File: config.mk
export PLATFORM = sky130hd
export DESIGN_NAME = byte_ring_fifo_mirror
export DESIGN_NICKNAME = d
export VERILOG_FILES = /design/src/sv/brf_pkg.sv /design/src/sv/brf_ctrl.sv /design/src/sv/brf_dp.sv /design/src/sv/byte_ring_fifo_mirror.sv
export SDC_FILE = /design/constraint.sdc
export NUM_CORES = 2
export LEC_CHECK = 0
export BUFFER_PORTS_ARGS = -buffer_cell sky130_fd_sc_hd__buf_2
export CORE_MARGIN = 2
export CORE_UTILIZATION = 48
export DETAILED_ROUTE_END_ITERATION = 6
export PLACE_DENSITY = 0.62
export SLEW_MARGIN = 20
export SYNTH_ARGS = -nofsm -noshare
export SYNTH_HDL_FRONTEND = slang
export SYNTH_SLANG_ARGS = --single-unit
File: constraint.sdc
create_clock -name clk -period 15.4 [get_ports clk]
set_input_delay 4.62 -clock clk [delete_from_list [all_inputs] [get_ports clk]]
set_output_delay 4.62 -clock clk [all_outputs]
set_load 0.05 [all_outputs]
File: src/sv/brf_pkg.sv
// Shared constants, codes and control structs for the byte ring FIFO.
package brf_pkg;

    localparam int MAX_DEPTH   = 256;
    localparam int MAX_REQUEST = 64;
    localparam int IDX_W       = $clog2(MAX_DEPTH);
    localparam int LVL_W       = $clog2(MAX_DEPTH + 1);
    localparam int REQ_W       = 7;
    localparam int FUNC_W      = 2;

    localparam logic [FUNC_W-1:0] FUNC_PUT   = 2'd0;
    localparam logic [FUNC_W-1:0] FUNC_GET   = 2'd1;
    localparam logic [FUNC_W-1:0] FUNC_CLEAR = 2'd2;

    localparam logic [1:0] STAT_EMPTY = 2'd0;
    localparam logic [1:0] STAT_PART  = 2'd1;
    localparam logic [1:0] STAT_FULL  = 2'd2;

    // Command from the controller to the datapath for one result word.
    typedef struct packed {
        logic load;    // load the output register this cycle
        logic put;     // store the input byte if there is room
        logic read;    // read one byte and advance the read index
        logic clear;   // reset indices and mirror bits
        logic last;    // final word of this item
    } brf_cmd_t;

    // Status from the datapath back to the controller.
    typedef struct packed {
        logic             out_free;  // output register can take a word
        logic [LVL_W-1:0] fill;      // bytes currently held
    } brf_stat_t;

endpackage

File: src/sv/brf_ctrl.sv
// Controller state machine: accepts items and sequences the bytes of a get.
module brf_ctrl
    import brf_pkg::*;
(
    input  logic              clk,
    input  logic              rst_n,
    input  logic              in_valid,
    output logic              in_ready,
    input  logic [FUNC_W-1:0] func,
    input  logic [REQ_W-1:0]  request_length,
    input  brf_stat_t         stat,
    output brf_cmd_t          cmd
);

    typedef enum logic {IDLE, GET} state_t;

    state_t           state_reg, state_next;
    logic [REQ_W-1:0] rem_reg, rem_next;

    logic [LVL_W-1:0] req_sat;
    logic [LVL_W-1:0] count;
    logic             accept;

    assign in_ready = (state_reg == IDLE) && stat.out_free;
    assign accept   = in_valid && in_ready;

    always_comb
    begin
        req_sat = (request_length > REQ_W'(MAX_REQUEST)) ? LVL_W'(MAX_REQUEST)
                                                         : LVL_W'(request_length);
        count   = (req_sat < stat.fill) ? req_sat : stat.fill;
    end

    always_comb
    begin
        state_next = state_reg;
        rem_next   = rem_reg;
        cmd        = '0;
        case (state_reg)
            IDLE:
            begin
                if (accept)
                begin
                    cmd.load = 1'b1;
                    cmd.last = 1'b1;
                    case (func)
                        FUNC_PUT:   cmd.put   = 1'b1;
                        FUNC_CLEAR: cmd.clear = 1'b1;
                        FUNC_GET:
                        begin
                            if (count != '0)
                            begin
                                cmd.read = 1'b1;
                                if (count != LVL_W'(1))
                                begin
                                    // more bytes follow: stream the rest
                                    cmd.last   = 1'b0;
                                    rem_next   = REQ_W'(count - LVL_W'(1));
                                    state_next = GET;
                                end
                            end
                        end
                        default: ;
                    endcase
                end
            end
            GET:
            begin
                if (stat.out_free)
                begin
                    cmd.load = 1'b1;
                    cmd.read = 1'b1;
                    cmd.last = (rem_reg == REQ_W'(1));
                    rem_next = rem_reg - REQ_W'(1);
                    if (rem_reg == REQ_W'(1))
                        state_next = IDLE;
                end
            end
            default: state_next = IDLE;
        endcase
    end

    always_ff @(posedge clk or negedge rst_n)
    begin
        if (!rst_n)
        begin
            state_reg <= IDLE;
            rem_reg   <= '0;
        end
        else
        begin
            state_reg <= state_next;
            rem_reg   <= rem_next;
        end
    end

`ifndef SYNTHESIS
    a_get_rem_nonzero: assert property (@(posedge clk) disable iff (!rst_n)
        state_reg == GET |-> rem_reg != '0)
        else $error("get sequence running with no bytes left");
`endif

endmodule

File: src/sv/brf_dp.sv
// Datapath: byte store, ring indices with mirror bits, levels and output register.
module brf_dp
    import brf_pkg::*;
(
    input  logic             clk,
    input  logic             rst_n,
    input  brf_cmd_t         cmd,
    output brf_stat_t        stat,
    input  logic [7:0]       data_in,
    input  logic             cfg_we,
    input  logic [LVL_W-1:0] cfg_capacity,
    output logic [LVL_W-1:0] capacity,
    input  logic             out_ready,
    output logic             out_valid,
    output logic [7:0]       data_out,
    output logic             data_valid,
    output logic             accepted,
    output logic             last,
    output logic [LVL_W-1:0] fill_level,
    output logic [LVL_W-1:0] free_space,
    output logic [1:0]       status
);

    logic [7:0]       store [MAX_DEPTH];

    logic [IDX_W-1:0] wr_idx_reg, wr_idx_next;
    logic [IDX_W-1:0] rd_idx_reg, rd_idx_next;
    logic             wr_mir_reg, wr_mir_next;
    logic             rd_mir_reg, rd_mir_next;
    logic [LVL_W-1:0] fill_reg, fill_next;
    logic [LVL_W-1:0] cap_reg;

    logic             out_valid_reg;
    logic [7:0]       data_reg;
    logic             dvalid_reg, acc_reg, last_reg;
    logic [LVL_W-1:0] lvl_reg, free_reg;
    logic [1:0]       status_reg;

    logic             full;
    logic             put_ok;
    logic             wr_wrap, rd_wrap;

    assign full    = (wr_idx_reg == rd_idx_reg) && (wr_mir_reg != rd_mir_reg);
    assign put_ok  = cmd.put && !full;
    assign wr_wrap = ({1'b0, wr_idx_reg} + LVL_W'(1)) >= cap_reg;
    assign rd_wrap = ({1'b0, rd_idx_reg} + LVL_W'(1)) >= cap_reg;

    assign stat.out_free = !out_valid_reg || out_ready;
    assign stat.fill     = fill_reg;

    always_comb
    begin
        wr_idx_next = wr_idx_reg;
        rd_idx_next = rd_idx_reg;
        wr_mir_next = wr_mir_reg;
        rd_mir_next = rd_mir_reg;
        fill_next   = fill_reg;
        if (cmd.clear)
        begin
            wr_idx_next = '0;
            rd_idx_next = '0;
            wr_mir_next = 1'b1;
            rd_mir_next = 1'b1;
            fill_next   = '0;
        end
        else if (put_ok)
        begin
            wr_idx_next = wr_wrap ? '0 : wr_idx_reg + IDX_W'(1);
            wr_mir_next = wr_mir_reg ^ wr_wrap;
            fill_next   = fill_reg + LVL_W'(1);
        end
        else if (cmd.read)
        begin
            rd_idx_next = rd_wrap ? '0 : rd_idx_reg + IDX_W'(1);
            rd_mir_next = rd_mir_reg ^ rd_wrap;
            fill_next   = fill_reg - LVL_W'(1);
        end
    end

    always_ff @(posedge clk or negedge rst_n)
    begin
        if (!rst_n)
        begin
            wr_idx_reg <= '0;
            rd_idx_reg <= '0;
            wr_mir_reg <= 1'b1;
            rd_mir_reg <= 1'b1;
            fill_reg   <= '0;
            cap_reg    <= LVL_W'(MAX_DEPTH);
        end
        else if (cfg_we)
        begin
            // new capacity: drop everything held
            cap_reg    <= cfg_capacity;
            wr_idx_reg <= '0;
            rd_idx_reg <= '0;
            wr_mir_reg <= 1'b1;
            rd_mir_reg <= 1'b1;
            fill_reg   <= '0;
        end
        else
        begin
            wr_idx_reg <= wr_idx_next;
            rd_idx_reg <= rd_idx_next;
            wr_mir_reg <= wr_mir_next;
            rd_mir_reg <= rd_mir_next;
            fill_reg   <= fill_next;
        end
    end

    always_ff @(posedge clk)
    begin
        if (put_ok)
            store[wr_idx_reg] <= data_in;
    end

    // Output register; the byte field doubles as the store's read register.
    always_ff @(posedge clk)
    begin
        if (cmd.load)
        begin
            if (cmd.read)
                data_reg <= store[rd_idx_reg];
            else
                data_reg <= '0;
            dvalid_reg <= cmd.read;
            acc_reg    <= put_ok;
            last_reg   <= cmd.last;
            lvl_reg    <= fill_next;
            free_reg   <= cap_reg - fill_next;
            if (fill_next == '0)
                status_reg <= STAT_EMPTY;
            else if (fill_next >= cap_reg)
                status_reg <= STAT_FULL;
            else
                status_reg <= STAT_PART;
        end
    end

    always_ff @(posedge clk or negedge rst_n)
    begin
        if (!rst_n)
            out_valid_reg <= 1'b0;
        else if (cmd.load)
            out_valid_reg <= 1'b1;
        else if (out_ready)
            out_valid_reg <= 1'b0;
    end

    assign capacity   = cap_reg;
    assign out_valid  = out_valid_reg;
    assign data_out   = data_reg;
    assign data_valid = dvalid_reg;
    assign accepted   = acc_reg;
    assign last       = last_reg;
    assign fill_level = lvl_reg;
    assign free_space = free_reg;
    assign status     = status_reg;

`ifndef SYNTHESIS
    a_fill_bound: assert property (@(posedge clk) disable iff (!rst_n)
        fill_reg <= cap_reg)
        else $error("fill level above capacity");

    a_mirror_empty: assert property (@(posedge clk) disable iff (!rst_n)
        (fill_reg == '0) == ((wr_idx_reg == rd_idx_reg) && (wr_mir_reg == rd_mir_reg)))
        else $error("fill count disagrees with mirror-bit empty");

    a_idx_bound: assert property (@(posedge clk) disable iff (!rst_n)
        ({1'b0, wr_idx_reg} < cap_reg) && ({1'b0, rd_idx_reg} < cap_reg))
        else $error("ring index at or above capacity");
`endif

endmodule

File: src/sv/byte_ring_fifo_mirror.sv
// Top level of the byte ring FIFO: stream channels, APB register port, wiring.
//
// Byte FIFO over a ring store of up to 256 slots, with mirror bits for full/empty.
// Input words (s_*): s_tuser selects the operation (put, get, clear), s_tdata
// carries the byte to put and the length requested by a get.
// Output words (m_*): one word per put, clear or unused code, and one word per
// byte for a get (min of request, capped at 64, and fill; one word marked not
// valid if that is zero). m_tlast marks the final word of an item.
// Each word reports fill level, free space and status after its step.
// The first word of an item appears in the cycle after the item is accepted.
// A get streams its bytes one byte per cycle while the receiver does not stall,
// through the single read port of the store.
// A new item is taken only after the previous one has issued all its words,
// and only when the output register is empty or its word leaves in that cycle.
// If the receiver stalls, the output register holds and the block pauses.
// Reset: empty buffer, capacity 256. The capacity register (address 0) takes
// 1..256 (pwdata[8:0] of 0 reads as 1, larger as 256); writing it empties the buffer.
module byte_ring_fifo_mirror
    import brf_pkg::*;
(
    input  logic        clk,
    input  logic        rst_n,
    // APB register port
    input  logic        psel,
    input  logic        penable,
    input  logic        pwrite,
    input  logic [2:0]  paddr,
    input  logic [31:0] pwdata,
    output logic [31:0] prdata,
    output logic        pready,
    // input stream
    input  logic        s_tvalid,
    output logic        s_tready,
    input  logic [15:0] s_tdata,   // data_in[7:0], request_length[14:8], zero[15]
    input  logic [1:0]  s_tuser,   // func[1:0]
    // output stream
    output logic        m_tvalid,
    input  logic        m_tready,
    output logic [31:0] m_tdata,   // data_out[7:0], fill_level[16:8],
                                   // free_space[25:17], status[27:26], zero[31:28]
    output logic [1:0]  m_tuser,   // data_valid[0], accepted[1]
    output logic        m_tlast
);

    brf_cmd_t         cmd;
    brf_stat_t        stat;
    logic             cfg_we;
    logic [LVL_W-1:0] cfg_raw;
    logic [LVL_W-1:0] cfg_capacity;
    logic [LVL_W-1:0] capacity;
    logic [7:0]       data_out;
    logic [LVL_W-1:0] fill_level;
    logic [LVL_W-1:0] free_space;
    logic [1:0]       status;

    assign pready = 1'b1;
    assign cfg_we = psel && penable && pwrite && pready && !paddr[2];
    assign cfg_raw = pwdata[LVL_W-1:0];

    always_comb
    begin
        if (cfg_raw == '0)
            cfg_capacity = LVL_W'(1);
        else if (cfg_raw > LVL_W'(MAX_DEPTH))
            cfg_capacity = LVL_W'(MAX_DEPTH);
        else
            cfg_capacity = cfg_raw;
    end

    assign prdata = paddr[2] ? '0 : {{(32-LVL_W){1'b0}}, capacity};

    brf_ctrl u_ctrl (
        .clk            (clk),
        .rst_n          (rst_n),
        .in_valid       (s_tvalid),
        .in_ready       (s_tready),
        .func           (s_tuser),
        .request_length (s_tdata[14:8]),
        .stat           (stat),
        .cmd            (cmd)
    );

    brf_dp u_dp (
        .clk          (clk),
        .rst_n        (rst_n),
        .cmd          (cmd),
        .stat         (stat),
        .data_in      (s_tdata[7:0]),
        .cfg_we       (cfg_we),
        .cfg_capacity (cfg_capacity),
        .capacity     (capacity),
        .out_ready    (m_tready),
        .out_valid    (m_tvalid),
        .data_out     (data_out),
        .data_valid   (m_tuser[0]),
        .accepted     (m_tuser[1]),
        .last         (m_tlast),
        .fill_level   (fill_level),
        .free_space   (free_space),
        .status       (status)
    );

    assign m_tdata = {4'b0, status, free_space, fill_level, data_out};

endmodule

==> metrics list <==
* Number of core rows: 153
- The cell sitting at the root of the clock tree is a sky130_fd_sc_hd__clkbuf_16.
- Synthesized instance count: 3821
- TritonCTS created 207 clock buffers.
* Cell Area, Placed: 0.08692 mm2
* Antenna violations before repair: 9
- The number of pins exceeding their max-slew limit in the final report was 0.
- Synthesis inferred 2124 register bits.
- Relative contribution of sequential cells to total power: 43.0%
- # placed instances: 6057
* Leakage Power: 28.66 nW
- Hold_buf cts: 0
- Total number of nets in the final design: 4048
* Startpoint kind of the worst setup timing path: primary input
- TritonCTS clock tree: built
- The mapped netlist covers 0.08413 mm2.
* Fill cells: around 13000
* Outcome: finished, final reports clean
- Clock latency on the worst-skew pair, taken at its later pin, is 0.84 ns.
* Number of distinct standard cells referenced by the synthesized netlist: 58
- Dividing the detail-routed wire length by the instance count gives 29.59 um.
* Vias after detailed routing: between 30000 and 40000
* Unrepaired setup endpoints after global routing: false
- Adder-cell share of the synthesized area: less than 1%
- Area share of and/or/nand/nor cells after synthesis: 2.600%
* Total chip power: about 15 mW
- Net switching power: between 4 and 5 mW
- DRC Markers: 0
* Synth warnings: 0
* Horizontal die dimension: 422.7 um
* Count of TritonRoute iterations in the first routing pass: 5
- STA puts the critical path data required time at 16.09 ns.
* Crit path DAT: between 10 and 15 ns
- DIE AREA: 0.1786 mm2
- Leading cell type in the layout, fill and taps excluded: sky130_fd_sc_hd__edfxtp_1
- Max FFs per register: about 2000
- Fraction of synthesis flops using an asynchronous set or reset pin: 2.119%
- For the pin with the worst max-slew slack, the measured transition is 1.191 ns.
- Synthesized-area fraction occupied by xor and xnor cells: less than 1%
* Count of antenna-violating nets left after detailed routing: 0
- Timing-limited maximum frequency: 94.40 MHz
* Fin crit period: between 10 and 15 ns
- By area, the combinational part of the netlist is dominated by multiplexers.
* H-tree level count: 4
- The tree built by TritonCTS fans out to 2124 sinks.
- Initial DRC count: 4439
* Worst-case clock skew: ~0.024 ns
- Largest reg by FF count: u_dp.store
* Resized Gates After CTS: 0
- GP Congestion: roughly 0.84
* Number of enable flip-flop cells after synthesis: 2079
- Among all flip-flop cells after synthesis, the most frequent one is sky130_fd_sc_hd__edfxtp_1.
- The tool flagged a number of max-cap violations equal to 0.
- Critical path start-end classification: primary input to flip-flop
- Compound-Gate Fraction of Synth Area: 0.9949%
- Worst min-delay path category: flip-flop to flip-flop
- Sequential area share after synthesis: about three quarters
* Summed negative setup slack over all endpoints: 0 ns
* Clock slew at reported path FFs: ~0.060 ns
- Fin crit share: 68.79%
* Multiplexer share of the synthesized area: between 10% and 20%
- Worst supply voltage drop on vdd: about 0.14 mV
- In this run the deepest clock path goes through 3 buffers.
- Area of the core: 0.1740 mm2
- Of the total power, the clock network draws between 30% and 40%.
* Setup repair bufs after CTS: 0
* Cell Pwr Density: 164.2 mW/mm2
- Vias in the first global route: about 40000
- Fraction of layout instances using a drive strength above 1: between 20% and 30%
- Die Ht: 422.7 um
- Number of standard cells in the final layout excluding fillers: 6446
* Number of buffers added on ports: between 70 and 80
* Fraction of power spent switching nets: 28.61%
* Synth Area per Inst: between 20 and 25 um2
- Grt ovf: 0
* Synthesis-to-layout area growth: 11.02%
- In this run the worst path has a maximum fanout of 19.
- The share of total power dissipated in combinational logic is 25.6%.
- The worst pin sits at a relative slew slack of 20.60%.
- First-pass GRT wire length: 276.8 mm
- Before CTS, the worst setup slack after placement is a little over 4 ns.
- The finished cells cover 0.09341 mm2.
* Starting Density: between 40 and 50%
- The worst setup path is captured at a flip-flop.
* Least setup slack across all paths after layout: 4.807 ns
* Maximum number of pins on one net before global-route repair: 165
* # IOs: 130
* Commonest cells after routing, fill and taps aside: sky130_fd_sc_hd__edfxtp_1 (2079), sky130_fd_sc_hd__mux4_2 (672), sky130_fd_sc_hd__nor2_1 (307), sky130_fd_sc_hd__clkbuf_16 (210), sky130_fd_sc_hd__nand2_1 (78)
- The final layout contains routed wiring with a total length of 190.7 mm.
* Internal Power: 10.95 mW
- Overall routing resource usage: 21.42%
- After detailed routing, the number of vias per cell comes to 6.053.
- The wire-length estimate of the detail-placed layout is 112.9 mm.
- The number of hold-slack violations in the final timing report was 0.
- Final setup violation count: 0
[cells in the mapped netlist, drive strengths merged, types with 15 or more instances]
master     n  area [um2]
buf      121       713.2
nor2     308        1156
xnor2     18       157.7
inv       43       161.4
dfrtp     42        1051
a211oi    21       157.7
nor3      16       80.08
clkbuf   124       465.5
nand2     78       292.8
nor2b     22       137.6
nand3     19       95.09
xor2      19       166.4
a21oi     25       125.1
edfxtp  2079       62430
o21ai     40       200.2
mux4     672       15130
ha        44       550.5
mux2i     15       150.1
[area by class of cell]
type                    count  area, um2  share of cell area, %
diodes                      2      5.005               0.005358
clock buffers             254       5420                  5.803
clock inverters           131      998.5                  1.069
inverters                  43      161.4                 0.1728
multi-input cells        1435      19340                  20.71
flip-flops and latches   2124      63580                  68.06
well taps                2325       2909                  3.114
repair buffers            132      993.5                  1.064
[power by group through the flow]
stage	Clock (mW)	Combinational (mW)	Sequential, mW
final	4.82	3.92	6.59
after global routing	5.12	4.15	6.60
after CTS	4.90	3.99	6.60
after detailed placement	0	3.98	6.72
after global placement	0	3.96	6.72
after floorplan	0	2.71	6.73
[critical path, stage by stage]
cell,delay (ns)
sky130_fd_sc_hd__buf_2,0.16
sky130_fd_sc_hd__nor2b_1,0.31
sky130_fd_sc_hd__ha_1,0.22
sky130_fd_sc_hd__a21oi_1,0.09
sky130_fd_sc_hd__a211o_1,0.34
sky130_fd_sc_hd__nand2_1,0.37
sky130_fd_sc_hd__mux2i_1,0.43
sky130_fd_sc_hd__ha_1,0.35
sky130_fd_sc_hd__nand2_1,0.07
sky130_fd_sc_hd__a21oi_1,0.14
sky130_fd_sc_hd__o31a_1,0.79
sky130_fd_sc_hd__inv_1,0.48
sky130_fd_sc_hd__and3_1,0.35
sky130_fd_sc_hd__o31ai_1,0.49
sky130_fd_sc_hd__ha_1,0.39
sky130_fd_sc_hd__o21ai_0,0.13
sky130_fd_sc_hd__a21boi_0,0.16
sky130_fd_sc_hd__o21ai_0,0.24
sky130_fd_sc_hd__a21boi_0,0.16
sky130_fd_sc_hd__o21ai_0,0.26
sky130_fd_sc_hd__a21oi_1,0.13
sky130_fd_sc_hd__or3b_2,0.45
sky130_fd_sc_hd__a21oi_1,0.13
[routing by layer]
layer	GRT usage, %	share of wire, %	up-vias
li1	-	-	16180
met1	31.67	43	21200
met2	33.78	48	1408
met3	3.323	6.8	227
met4	5.357	2.1	0
met5	0	0	-
[stage by stage]
| stage | hold WS [ns] | utilization (%) |
|---|---|---|
| after floorplan | 0.5027 | - |
| after CTS | 0.5734 | 53.64 |
| final | 0.5759 | 53.68 |
| after global placement | 0.5562 | 49.95 |
| after global routing | 0.6397 | 53.68 |
| after detailed placement | 0.5696 | 49.95 |
[kinds of logic (layout without fill, tap and decap cells)]
kind of cell,count (synthesis),after routing
xor gates and xnor gates,37,37
and+or+nand+nor,505,505
other,2,30
adders and majority gates,45,45
muxes,689,689
AOI/OAI and AO/OA,131,131
DFF,2124,2124
buffers and inverters,288,560
[path summary, 6_finish.rpt]
kind | slack [ns] | depth (start not counted) | endpoint | startpoint
worst max-delay path | 4.81 | 23 | u_dp.status[1]$_SDFFCE_PN0P_ | s_tdata[14]
worst min-delay path | 0.58 | 2 | u_dp.rd_mir_reg$_DFFE_PN1P_ | u_dp.rd_mir_reg$_DFFE_PN1P_
worst max register to register | 8.26 | 23 | u_dp.status[1]$_SDFFCE_PN0P_ | u_dp.fill_reg[4]$_DFF_PN0_
worst min register to register | 0.58 | 2 | u_dp.rd_mir_reg$_DFFE_PN1P_ | u_dp.rd_mir_reg$_DFFE_PN1P_
max in group asynchronous | 10.99 | 2 | u_dp.rd_idx_reg[4]$_DFFE_PN0P_ | rst_n
min in group asynchronous | 3.88 | 2 | u_ctrl.rem_reg[6]$_DFFE_PN0P_ | rst_n
(Power assumes the default switching activity.)
